**config.mk**
```make
export PLATFORM = sky130hd
export DESIGN_NAME = min_expected_cost_subset_select_core_flat
export DESIGN_NICKNAME = d
export VERILOG_FILES = /design/src/hdl/mecss_pkg.sv /design/src/hdl/mecss_if.sv /design/src/hdl/mecss_dp.sv /design/src/hdl/mecss_ctrl.sv /design/src/hdl/min_expected_cost_subset_select_core.sv /design/src/flat_wrapper.sv
export SDC_FILE = /design/constraint.sdc
export NUM_CORES = 2
export LEC_CHECK = 0
export ABC_AREA = 1
export BUFFER_PORTS_ARGS = -buffer_cell sky130_fd_sc_hd__buf_2
export CAP_MARGIN = 25
export CORE_UTILIZATION = 44
export DETAILED_ROUTE_END_ITERATION = 10
export GPL_ROUTABILITY_DRIVEN = 1
export GPL_TIMING_DRIVEN = 0
export SKIP_CTS_REPAIR_TIMING = 1
export SYNTH_ARGS = -nofsm -noshare
export SYNTH_HDL_FRONTEND = slang
export SYNTH_SLANG_ARGS = --single-unit
```
**constraint.sdc**
```tcl
create_clock -name clk_i -period 6.8 [get_ports clk_i]
set_input_delay 0.68 -clock clk_i [delete_from_list [all_inputs] [get_ports clk_i]]
set_output_delay 0.68 -clock clk_i [all_outputs]
set_load 0.02 [all_outputs]
```
**src/hdl/mecss_pkg.sv**
```systemverilog
// Package for the minimum expected cost subset selector.
// Field widths, fixed constants and the controller-to-datapath command word.
// No dependencies.
package mecss_pkg;

  localparam int PROB_W = 17;
  localparam int COST_W = 16;
  localparam int PEN_W  = 16;
  localparam int MASK_W = 8;
  // Holds up to 15 access costs plus one miss term.
  localparam int SUM_W  = 20;

  localparam logic [PROB_W-1:0] ONE_Q16     = 17'h10000;
  localparam logic [PEN_W-1:0]  PEN_DEFAULT = 16'd1000;

  // One-cycle commands from controller to datapath.
  typedef struct packed {
    logic load;     // store accepted candidate
    logic start;    // open a search: best = penalty, mask = 0
    logic step;     // fold candidate k into the running subset
    logic take;     // candidate k is a member of the current subset
    logic fin_mul;  // miss term = P * penalty >> 16
    logic cmp;      // compare subset total against best
    logic push;     // load output word, close the request
  } mecss_cmd_t;

endpackage

```
**src/hdl/mecss_if.sv**
```systemverilog
// Valid/ready channel interfaces: candidate input, result output, config write.
// Depends on mecss_pkg for field widths.
interface mecss_in_if;
  logic                          valid;
  logic                          ready;
  logic [mecss_pkg::PROB_W-1:0]  miss_prob;
  logic [mecss_pkg::COST_W-1:0]  query_cost;
  logic                          is_last;
  modport source (output valid, miss_prob, query_cost, is_last, input ready);
  modport sink   (input valid, miss_prob, query_cost, is_last, output ready);
endinterface

interface mecss_out_if;
  logic                          valid;
  logic                          ready;
  logic [mecss_pkg::MASK_W-1:0]  chosen_mask;
  logic [mecss_pkg::PEN_W-1:0]   best_cost;
  logic                          overflowed;
  modport source (output valid, chosen_mask, best_cost, overflowed, input ready);
  modport sink   (input valid, chosen_mask, best_cost, overflowed, output ready);
endinterface

interface mecss_cfg_if;
  logic                          valid;
  logic                          ready;
  logic [mecss_pkg::PEN_W-1:0]   data;
  modport source (output valid, data, input ready);
  modport sink   (input valid, data, output ready);
endinterface

```
**src/hdl/mecss_dp.sv**
```systemverilog
// Datapath: candidate store, running product/sum, best tracking, output word.
// Depends on mecss_pkg; driven by mecss_ctrl commands.
module mecss_dp #(
  parameter int MAX_PEERS = 8,
  parameter int IW        = 3,
  parameter int CW        = 4
) (
  input  logic                          clk_i,
  input  logic                          rst_ni,
  input  mecss_pkg::mecss_cmd_t         cmd_i,
  input  logic [IW-1:0]                 k_i,
  input  logic [MAX_PEERS-1:0]          subset_i,
  input  logic [mecss_pkg::PROB_W-1:0]  miss_prob_i,
  input  logic [mecss_pkg::COST_W-1:0]  query_cost_i,
  input  logic                          cfg_we_i,
  input  logic [mecss_pkg::PEN_W-1:0]   cfg_data_i,
  output logic [CW-1:0]                 count_o,
  output logic [mecss_pkg::MASK_W-1:0]  chosen_mask_o,
  output logic [mecss_pkg::PEN_W-1:0]   best_cost_o,
  output logic                          overflowed_o
);
  import mecss_pkg::*;

  logic [PROB_W-1:0]    prob_q [MAX_PEERS];
  logic [COST_W-1:0]    cost_q [MAX_PEERS];
  logic [CW-1:0]        count_q;
  logic                 ovf_q;
  logic [PEN_W-1:0]     pen_q;
  logic [PROB_W-1:0]    p_q;
  logic [SUM_W-1:0]     sum_q;
  logic [PROB_W-1:0]    term_q;
  logic [SUM_W-1:0]     best_q;
  logic [MAX_PEERS-1:0] bmask_q;
  logic [MASK_W-1:0]    out_mask_q;
  logic [PEN_W-1:0]     out_cost_q;
  logic                 out_ovf_q;

  logic [PROB_W-1:0]        prob_sat;
  logic [2*PROB_W-1:0]      p_prod;
  logic [PROB_W+PEN_W-1:0]  t_prod;
  logic [SUM_W-1:0]         total;
  logic [MAX_PEERS+MASK_W-1:0] mask_ext;
  logic                     has_room;

  assign prob_sat = (miss_prob_i > ONE_Q16) ? ONE_Q16 : miss_prob_i;
  assign has_room = count_q < CW'(MAX_PEERS);
  assign p_prod   = p_q * prob_q[k_i];
  assign t_prod   = p_q * pen_q;
  assign total    = sum_q + SUM_W'(term_q);
  assign mask_ext = (MAX_PEERS+MASK_W)'(bmask_q);

  // control state: count, overflow flag, penalty register
  always_ff @(posedge clk_i or negedge rst_ni) begin
    if (!rst_ni) begin
      count_q <= '0;
      ovf_q   <= 1'b0;
      pen_q   <= PEN_DEFAULT;
    end else begin
      if (cfg_we_i) pen_q <= cfg_data_i;
      if (cmd_i.push) begin
        count_q <= '0;
        ovf_q   <= 1'b0;
      end else if (cmd_i.load) begin
        if (has_room) count_q <= count_q + CW'(1);
        else          ovf_q   <= 1'b1;
      end
    end
  end

  always_ff @(posedge clk_i) begin
    if (cmd_i.load && has_room) begin
      prob_q[count_q[IW-1:0]] <= prob_sat;
      cost_q[count_q[IW-1:0]] <= query_cost_i;
    end
    if (cmd_i.start) begin
      best_q  <= SUM_W'(pen_q);
      bmask_q <= '0;
      p_q     <= ONE_Q16;
      sum_q   <= '0;
    end else if (cmd_i.step) begin
      if (cmd_i.take) begin
        sum_q <= sum_q + SUM_W'(cost_q[k_i]);
        p_q   <= p_prod[PROB_W+15:16];
      end
    end else if (cmd_i.cmp) begin
      if (total < best_q) begin
        best_q  <= total;
        bmask_q <= subset_i;
      end
      p_q   <= ONE_Q16;
      sum_q <= '0;
    end
    if (cmd_i.fin_mul) term_q <= PROB_W'(t_prod[PROB_W+PEN_W-1:16]);
    if (cmd_i.push) begin
      out_mask_q <= mask_ext[MASK_W-1:0];
      out_cost_q <= best_q[PEN_W-1:0];
      out_ovf_q  <= ovf_q;
    end
  end

  assign count_o       = count_q;
  assign chosen_mask_o = out_mask_q;
  assign best_cost_o   = out_cost_q;
  assign overflowed_o  = out_ovf_q;

endmodule

```
**src/hdl/mecss_ctrl.sv**
```systemverilog
// Controller: load phase, subset/candidate sequencing, output handshake.
// Depends on mecss_pkg; drives mecss_dp.
module mecss_ctrl #(
  parameter int MAX_PEERS = 8,
  parameter int IW        = 3,
  parameter int CW        = 4
) (
  input  logic                   clk_i,
  input  logic                   rst_ni,
  input  logic                   in_valid_i,
  input  logic                   in_last_i,
  output logic                   in_ready_o,
  output logic                   out_valid_o,
  input  logic                   out_ready_i,
  input  logic [CW-1:0]          count_i,
  output mecss_pkg::mecss_cmd_t  cmd_o,
  output logic [IW-1:0]          k_o,
  output logic [MAX_PEERS-1:0]   subset_o
);
  import mecss_pkg::*;

  typedef enum logic [2:0] {
    S_LOAD, S_STEP, S_FMUL, S_CMP, S_PUSH
  } state_e;

  state_e               state_q, state_d;
  logic [IW-1:0]        k_q, k_d;
  logic [MAX_PEERS-1:0] s_q, s_d;
  logic                 out_valid_q, out_valid_d;

  logic [MAX_PEERS:0]   one_sh;
  logic [MAX_PEERS-1:0] full_mask;
  logic                 last_k, last_s, out_free;

  assign one_sh    = (MAX_PEERS+1)'(1) << count_i;
  assign full_mask = MAX_PEERS'(one_sh - (MAX_PEERS+1)'(1));
  assign last_k    = CW'(k_q) == (count_i - CW'(1));
  assign last_s    = s_q == full_mask;
  assign out_free  = !out_valid_q || out_ready_i;

  always_comb begin
    state_d     = state_q;
    k_d         = k_q;
    s_d         = s_q;
    out_valid_d = out_valid_q && !out_ready_i;
    cmd_o       = '0;
    in_ready_o  = 1'b0;
    case (state_q)
      S_LOAD: begin
        in_ready_o = 1'b1;
        if (in_valid_i) begin
          cmd_o.load = 1'b1;
          if (in_last_i) begin
            cmd_o.start = 1'b1;
            k_d         = '0;
            s_d         = MAX_PEERS'(1);
            state_d     = S_STEP;
          end
        end
      end
      S_STEP: begin
        cmd_o.step = 1'b1;
        cmd_o.take = s_q[k_q];
        if (last_k) begin
          k_d     = '0;
          state_d = S_FMUL;
        end else begin
          k_d = k_q + IW'(1);
        end
      end
      S_FMUL: begin
        cmd_o.fin_mul = 1'b1;
        state_d       = S_CMP;
      end
      S_CMP: begin
        cmd_o.cmp = 1'b1;
        if (last_s) begin
          state_d = S_PUSH;
        end else begin
          s_d     = s_q + MAX_PEERS'(1);
          state_d = S_STEP;
        end
      end
      S_PUSH: begin
        if (out_free) begin
          cmd_o.push  = 1'b1;
          out_valid_d = 1'b1;
          state_d     = S_LOAD;
        end
      end
      default: state_d = S_LOAD;
    endcase
  end

  always_ff @(posedge clk_i or negedge rst_ni) begin
    if (!rst_ni) begin
      state_q     <= S_LOAD;
      k_q         <= '0;
      s_q         <= '0;
      out_valid_q <= 1'b0;
    end else begin
      state_q     <= state_d;
      k_q         <= k_d;
      s_q         <= s_d;
      out_valid_q <= out_valid_d;
    end
  end

  assign out_valid_o = out_valid_q;
  assign k_o         = k_q;
  assign subset_o    = s_q;

endmodule

```
**src/hdl/min_expected_cost_subset_select_core.sv**
```systemverilog
// Minimum expected cost subset selector, top level.
// Non-last words are only stored; a last word with n stored candidates starts a
// search over all 2^n - 1 nonempty subsets, one candidate per step, each closed
// by a miss term and a compare; the result is posted once the output register is free.
// Throughput: one candidate word per cycle while loading; no input during search or while the result waits to post.
// Reset: asynchronous active low; clears counts, flags, output valid, penalty=1000.
module min_expected_cost_subset_select_core #(
  parameter int MAX_PEERS = 8
) (
  input  logic              clk_i,
  input  logic              rst_ni,
  mecss_in_if.sink          in_i,
  mecss_out_if.source       out_o,
  mecss_cfg_if.sink         cfg_i
);
  import mecss_pkg::*;

  // candidate index and load count widths
  localparam int IW = (MAX_PEERS > 1) ? $clog2(MAX_PEERS) : 1;
  localparam int CW = $clog2(MAX_PEERS + 1);

  mecss_cmd_t           cmd;
  logic [IW-1:0]        k;
  logic [MAX_PEERS-1:0] subset;
  logic [CW-1:0]        count;

  // penalty register is always writable; the host must write it only while idle (the block does not enforce this)
  assign cfg_i.ready = 1'b1;

  // Controller: load phase takes words; a last word kicks off the search.
  // Each subset walks all stored candidates (one multiply per step), then a miss
  // term step and a compare step.
  mecss_ctrl #(
    .MAX_PEERS (MAX_PEERS),
    .IW        (IW),
    .CW        (CW)
  ) u_ctrl (
    .clk_i       (clk_i),
    .rst_ni      (rst_ni),
    .in_valid_i  (in_i.valid),
    .in_last_i   (in_i.is_last),
    .in_ready_o  (in_i.ready),
    .out_valid_o (out_o.valid),
    .out_ready_i (out_o.ready),
    .count_i     (count),
    .cmd_o       (cmd),
    .k_o         (k),
    .subset_o    (subset)
  );

  // Datapath: store, running product and sum, best bound, output register.
  mecss_dp #(
    .MAX_PEERS (MAX_PEERS),
    .IW        (IW),
    .CW        (CW)
  ) u_dp (
    .clk_i         (clk_i),
    .rst_ni        (rst_ni),
    .cmd_i         (cmd),
    .k_i           (k),
    .subset_i      (subset),
    .miss_prob_i   (in_i.miss_prob),
    .query_cost_i  (in_i.query_cost),
    .cfg_we_i      (cfg_i.valid),
    .cfg_data_i    (cfg_i.data),
    .count_o       (count),
    .chosen_mask_o (out_o.chosen_mask),
    .best_cost_o   (out_o.best_cost),
    .overflowed_o  (out_o.overflowed)
  );

endmodule
```
**src/flat_wrapper.sv**
```systemverilog
// flat-port wrapper written by rule: the top's interface ports become plain ports
module min_expected_cost_subset_select_core_flat import mecss_pkg::*;
#(
  parameter int MAX_PEERS = 8
)
  (clk_i, rst_ni, in_i_valid, in_i_miss_prob, in_i_query_cost, in_i_is_last, in_i_ready, out_o_valid, out_o_chosen_mask, out_o_best_cost, out_o_overflowed, out_o_ready, cfg_i_valid, cfg_i_data, cfg_i_ready);
  mecss_in_if in_i_i ();
  mecss_out_if out_o_i ();
  mecss_cfg_if cfg_i_i ();
  input  logic clk_i;
  input  logic rst_ni;
  input wire logic [$bits(in_i_i.valid)-1:0] in_i_valid;
  input wire logic [$bits(in_i_i.miss_prob)-1:0] in_i_miss_prob;
  input wire logic [$bits(in_i_i.query_cost)-1:0] in_i_query_cost;
  input wire logic [$bits(in_i_i.is_last)-1:0] in_i_is_last;
  output wire logic [$bits(in_i_i.ready)-1:0] in_i_ready;
  output wire logic [$bits(out_o_i.valid)-1:0] out_o_valid;
  output wire logic [$bits(out_o_i.chosen_mask)-1:0] out_o_chosen_mask;
  output wire logic [$bits(out_o_i.best_cost)-1:0] out_o_best_cost;
  output wire logic [$bits(out_o_i.overflowed)-1:0] out_o_overflowed;
  input wire logic [$bits(out_o_i.ready)-1:0] out_o_ready;
  input wire logic [$bits(cfg_i_i.valid)-1:0] cfg_i_valid;
  input wire logic [$bits(cfg_i_i.data)-1:0] cfg_i_data;
  output wire logic [$bits(cfg_i_i.ready)-1:0] cfg_i_ready;
  assign in_i_i.valid = in_i_valid;
  assign in_i_i.miss_prob = in_i_miss_prob;
  assign in_i_i.query_cost = in_i_query_cost;
  assign in_i_i.is_last = in_i_is_last;
  assign in_i_ready = in_i_i.ready;
  assign out_o_valid = out_o_i.valid;
  assign out_o_chosen_mask = out_o_i.chosen_mask;
  assign out_o_best_cost = out_o_i.best_cost;
  assign out_o_overflowed = out_o_i.overflowed;
  assign out_o_i.ready = out_o_ready;
  assign cfg_i_i.valid = cfg_i_valid;
  assign cfg_i_i.data = cfg_i_data;
  assign cfg_i_ready = cfg_i_i.ready;
  min_expected_cost_subset_select_core #(.MAX_PEERS(MAX_PEERS)) u_core (.clk_i(clk_i), .rst_ni(rst_ni), .in_i(in_i_i), .out_o(out_o_i), .cfg_i(cfg_i_i));
endmodule
```
Word level (Yosys, flattened, before mapping) --
Memory sizes are Yosys's and may differ from the RTL's. Cells that the tools add are included.
Storage, ports and cells: word-level logic and storage cells 114, memories 2, RAM bits 264, output and inout bits 28, register bits after elaboration 143, bits of input ports 55
Memories:
- u_core.u_dp.prob_q | depth 8, bits a word 17, read ports 1, clocked after memory_dff 0, wr ports 1, line mecss_dp.sv:24 | logic [PROB_W-1:0] prob_q [MAX_PEERS];
- u_core.u_dp.cost_q | depth 8, bits a word 16, read ports 1, clocked after memory_dff 0, wr ports 1, line mecss_dp.sv:25 | logic [COST_W-1:0] cost_q [MAX_PEERS];
Operators by class: muxes and demuxes 46, bitwise gates (word level) 1, magnitude comparators 4, $add $sub $neg 7, eq/ne operators 14, $mul 2, shift-type cells 1, reduce and logical (&&, ||, !) cells 21
Operator list (count):
- 17-bit 2-to-1 mux | 4
- 16-bit 2-to-1 mux | 4
- 20-bit 2-to-1 mux | 3
- 17-bit by 16-bit multiplier with 33-bit output | 1
- 17-bit by 17-bit multiplier with 33-bit output | 1
- 3-bit 2-to-1 mux | 8
- 8-bit 2-to-1 mux | 3
- 20-bit by 16-bit adder with 20-bit output | 1
- 20-bit by 17-bit adder with 20-bit output | 1
- 20-bit < comparator | 1
- 17-bit > comparator (second input constant) | 1
- 8-bit case mux with 2 select lines | 1
- 3-bit case mux with 5 select lines | 1
- 1-bit 2-to-1 mux | 14
- 2-bit nonzero test | 7
- 4-bit 2-to-1 mux | 3
- 2-bit != test (second input constant) | 6
- 3-bit AND reduction | 3
- 8-bit by 1-bit adder with 8-bit output (second input constant) | 1
- 8-bit equality test | 1
- 4-bit AND reduction | 2
- 1-bit by 4-bit left shift with 8-bit output (first input constant) | 1
- 8-bit by 1-bit subtractor with 8-bit output (second input constant) | 1
- 3-bit by 2-bit equality test with 1-bit output (second input constant) | 2
- other kinds (18) | 25

Longest topological paths before layout --
depth after elaboration 6, mapped depth 36, mapped depth without buffers 32

Hierarchy --
A second synthesis with hierarchy kept.
Second synthesis, totals: cell total of the unflattened synthesis 4381, area, all modules 37609.8 sq um
By module, submodules not included:
- mecss_dp | cells an instance 4160, times used 1, area each 36145.9 sq um, sequential area each 11183.2 sq um
- mecss_ctrl | cells an instance 219, times used 1, area each 1452.6 sq um, sequential area each 375.4 sq um
- min_expected_cost_subset_select_core | cells an instance 2, times used 1, area each 11.3 sq um, sequential area each 0.0 sq um

Least setup slack after synthesis --
No wires, ideal clock.
kind reg2reg, from register u_core.u_ctrl.k_q[0], in the netlist u_core.u_ctrl.k_o[0], to register u_core.u_dp.p_q[4], clock period less this slack 5.917 ns, slack 0.883 ns, path buffers 5, data arrival time 5.784 ns, cell stages (with the launch flop) 32, data required time 6.668 ns, setup time 0.132 ns, cells stage by stage dfrtp_1 > buf_6 > buf_6 > buf_6 > buf_4 > nor2_1 > o221ai_1 > nand2_1 > buf_2 > nor2_1 > fa_1 > inv_1 > fa_1 > fa_1 > fa_1 > inv_1 > fa_1 > inv_1 > fa_1 > inv_1 > ha_1 > nand2_1 > nor2_1 > inv_1 > nor3_1 > nand2_1 > nand2_1 > nand2_1 > nand2_1 > nand2_1 > nand3_1 > a21oi_1
On the way: cells in the longest elaborated chain, start to end 5, elaborated cells on any way between the ends 9, classes of those cells 1 x mul; 1 x eq/ne; 5 x mux; 1 x reduce/logical; 1 x memory
RTL lines:
- start: declaration | line mecss_ctrl.sv:27 | logic [IW-1:0] k_q, k_d;
- start signal: assignment | line mecss_ctrl.sv:103 | k_q <= k_d;
- branches (longest 5 deep; another with 17-bit by 17-bit multiplier with 33-bit output)
- end signal: assignment | line mecss_dp.sv:83 | p_q <= p_prod[PROB_W+15:16];
- end: declaration | line mecss_dp.sv:29 | logic [PROB_W-1:0] p_q;
Several ways; the timed one is not identified. The select of a mux whose other input is x is not followed. A chain may end at the register's enable or synchronous reset.

Worst setup path in the final report --
from register u_core.u_ctrl.k_q[1], in the netlist u_core.u_ctrl.k_o[1], to register u_core.u_dp.p_q[10]
The elaborated chain is that of the path after synthesis.

==> impl_metrics.py <==
metrics = {
    "place": {
        "place.gp.congestion": 0.950,
        "io_buffers": 80,
        "dp_hpwl_um": 87200,
        "placed_cell_area_sq_mm": 0.0397,
    },
    "detailed_routing": {
        "wl_per_cell_um": 19.3,
        "drt_iter0_drc": 2307,
        "drc": 0,
        "viasPerCell": 5.18,
        "wl_um": 110000,
        "dr.pass1.iters": 5,
        "via_count": 29534,
        "final_antenna_net_count": 0,
    },
    "global_routing": {
        "grt_pass1_vias": 29833,
        "grt_start_max_net_pins": 37,
        "grt_pass1_wl_um": 172000,
        "grt_usage_pct": 26.2,
        "antenna_found_initial": 2,
        "overflow": 0,
    },
    "sta": {
        "relSlewSlack_pct": 28.0,
        "skew_ns": 0.0299,
        "hold_viol": 0,
        "whs_ns": 0.226,
        "period_needed_ns": 6.62,
        "period_share_pct": 97.3,
        "setup_tns_ns": 0,
        "rsz0062_at_grt": "true",
        "setup_viol": 0,
        "slew_viol_final": 0,
        "max_freq_ghz": 0.151,
        "worst_pin_slew_ns": 1.08,
    },
    "die": {
        "io_pins": 83,
        "coreArea_sq_mm": 0.0841,
        "die_x_um": 294,
        "initial_core_util_pct": 44.6,
        "die_h_um": 294,
        "rows": 106,
        "die_area_sq_mm": 0.0865,
    },
    "yosys": {
        "ys_seq_area_share_pct": 30.8,
        "syn_avg_cell_area_sq_um": 8.57,
        "synth_nets": 5129,
        "synthesis.area_sq_mm": 0.0375,
        "synth-main-ff-cell": "edfxtp_1",
        "ys_types": 56,
        "ys_seq_elements": 407,
        "synth_edf_count": 322,
        "syn_inst": 4378,
        "yosysWarnings": 0,
        "async_flop_share_pct": 8.85,
    },
    "clock_tree": {
        "clockRootBuffer": "clkbuf_16",
        "cts_buffers": 42,
        "clock-sinks": 407,
        "ctsHtreeMaxLevel": 2,
        "cts_buffer_depth": 3,
        "clock_latency_ns": 0.59,
        "cts_tree": "built",
        "clk_pin_slew_worst_paths_ns": 0.06,
    },
    "run_status": {
        "status": "complete, no violations",
    },
    "critical_path": {
        "path_class": "flop to flop",
        "cp_common_cell": "inv_1",
        "start_kind": "flop",
        "endpoint_kind": "flop",
        "max_stage_delay_ns": 0.55,
        "slowest_stage": "fa_1",
        "crit_required_ns": 7.30,
        "cp_max_fo": 10,
        "crit_arrival_ns": 7.12,
    },
    "finish": {
        "final_nets": 5292,
        "syn_to_final_growth_pct": 11.8,
        "fin_area_sq_mm": 0.0419,
        "drive_gt1_share_pct": 9.67,
        "fillers": 8059,
    },
    "worst_hold_path": {
        "hp-class": "primary input to async pin",
    },
    "run": {
        "maxCapViolCount": 0,
    },
}
synthesized netlist by cell type, types with 4 or more instances:
| cell | count | area [sq um] |
|---|---|---|
| a21oi_1 | 142 | 711 |
| o21bai_1 | 10 | 75.1 |
| a21oi_2 | 5 | 43.8 |
| edfxtp_1 | 322 | 9670 |
| o21ai_0 | 229 | 1150 |
| buf_6 | 5 | 56.3 |
| nand2_1 | 1005 | 3770 |
| xor2_1 | 39 | 342 |
| o221ai_1 | 32 | 280 |
| nor2_1 | 445 | 1670 |
| buf_1 | 10 | 37.5 |
| clkbuf_1 | 104 | 390 |
| o21ai_1 | 5 | 25.0 |
| a21o_1 | 7 | 52.6 |
| dfxtp_1 | 49 | 981 |
| dfstp_2 | 6 | 158 |
| nand2_2 | 7 | 43.8 |
| nand3_1 | 136 | 681 |
| nor4_1 | 5 | 31.3 |
| buf_4 | 15 | 113 |
| fa_1 | 430 | 8610 |
| or2_2 | 4 | 25.0 |
| ha_1 | 266 | 3330 |
| dfrtp_1 | 30 | 751 |
| a31oi_1 | 20 | 125 |
| xnor2_1 | 4 | 35.0 |
| o211ai_1 | 4 | 30.0 |
| nand4_1 | 34 | 213 |
| clkinv_1 | 7 | 26.3 |
| o22ai_1 | 16 | 100 |
| nand3b_1 | 7 | 52.6 |
| inv_2 | 16 | 60.1 |
| buf_2 | 37 | 185 |
| inv_1 | 869 | 3260 |
| nor3_1 | 20 | 100 |
stage by stage:
stage | cells | setup slack, ns | util, %
after floorplan | 4378 | 0.883 | -
after global placement | 5592 | -0.881 | 46.8
after detailed placement | 5610 | -0.940 | 47.2
after CTS | 5685 | -0.976 | 48.8
after global routing | 5707 | -0.0801 | 49.9
final | 5707 | 0.181 | 49.9
kinds of logic (layout without fill, tap and decap cells):
| kind of cell | count (synthesis) | after routing | synth area share, % |
|---|---|---|---|
| other cells | 1 | 2 | 0.00999 |
| simple gates | 1681 | 1681 | 18.0 |
| mux | 3 | 3 | 0.0900 |
| buf+inv | 1064 | 1258 | 11.0 |
| flops | 407 | 407 | 30.8 |
| fa+ha+maj | 696 | 696 | 31.8 |
| compound gates | 483 | 483 | 7.20 |
| xor+xnor | 43 | 43 | 1.00 |
critical path: cells and delay by family, from the launching register on:
| family | cells | cell delay, ns |
|---|---|---|
| DFF | 1 | 0.50 |
| and+or+nand+nor | 8 | 1.00 |
| adders and majority gates | 7 | 3.40 |
| AOI/OAI and AO/OA | 3 | 0.46 |
| buffers and inverters | 9 | 1.17 |
registers in the layout, indices dropped and copies added, names as in the netlist:
name                       count
u_core.u_dp.best_q            20
u_core.u_dp.p_q               17
u_core.u_ctrl.state_q          3
u_core.u_dp.overflowed_o       1
u_core.u_ctrl.subset_o         8
u_core.u_ctrl.out_valid_o      1
u_core.u_dp.pen_q             16
u_core.u_dp.ovf_q              1
u_core.u_dp.prob_q           136
u_core.u_ctrl.k_o              3
u_core.u_dp.count_o            4
u_core.u_dp.chosen_mask_o      8
u_core.u_dp.bmask_q            8
u_core.u_dp.best_cost_o       16
u_core.u_dp.term_q            17
u_core.u_dp.sum_q             20
u_core.u_dp.cost_q           128
cells in the final DEF (no fill, tap or decap), drive strengths merged, types with 24 or more instances in the layout:
cell type,instances
a21oi,147
buf,195
clkbuf,149
dfrtp,30
dfxtp,49
edfxtp,322
fa,430
ha,266
inv,886
nand2,1015
nand3,138
nand4,34
nor2,447
nor3,24
o21ai,234
o221ai,32
xor2,39
layer usage:
| layer | track usage, % | up-vias | part of all wire (%) |
|---|---|---|---|
| met4 | 6.97 | 2 | 2.8 |
| met2 | 42.1 | 872 | 46 |
| met5 | 0 | - | 0.0091 |
| li1 | - | 13945 | - |
| met1 | 37.3 | 14566 | 45 |
| met3 | 3.45 | 149 | 6.2 |
worst paths after layout:
check                                  startpoint                            to  slack, ns  cells past startpoint
setup / recovery             u_core.u_ctrl.k_o[1]           u_core.u_dp.p_q[10]       0.18                     27
hold / removal                             rst_ni         u_core.u_dp.pen_q[15]       0.23                      1
setup reg to reg             u_core.u_ctrl.k_o[1]           u_core.u_dp.p_q[10]       0.18                     27
hold reg to reg            u_core.u_dp.bmask_q[1]  u_core.u_dp.chosen_mask_o[1]       0.43                      0
max in group asynchronous                  rst_ni          u_core.u_ctrl.k_o[1]       5.93                      1
min in group clk_i                  cfg_i_data[1]          u_core.u_dp.pen_q[1]       0.31                      3
final cells by class:
class | instances | area [sq um] | area share, %
tap | 1134 | 1420 | 3.38
clock inverter | 22 | 220 | 0.525
clock buffer | 53 | 1120 | 2.68
sequential | 407 | 11600 | 27.6
buffer | 158 | 945 | 2.25
antenna | 1 | 2.50 | 0.00597
multi-input combinational | 2907 | 22300 | 53.3
timing repair buffer | 133 | 937 | 2.23
inverter | 892 | 3400 | 8.10
Power is not shown: default switching activity piles up to over one toggle a cycle in this logic, so the estimate is an artifact.
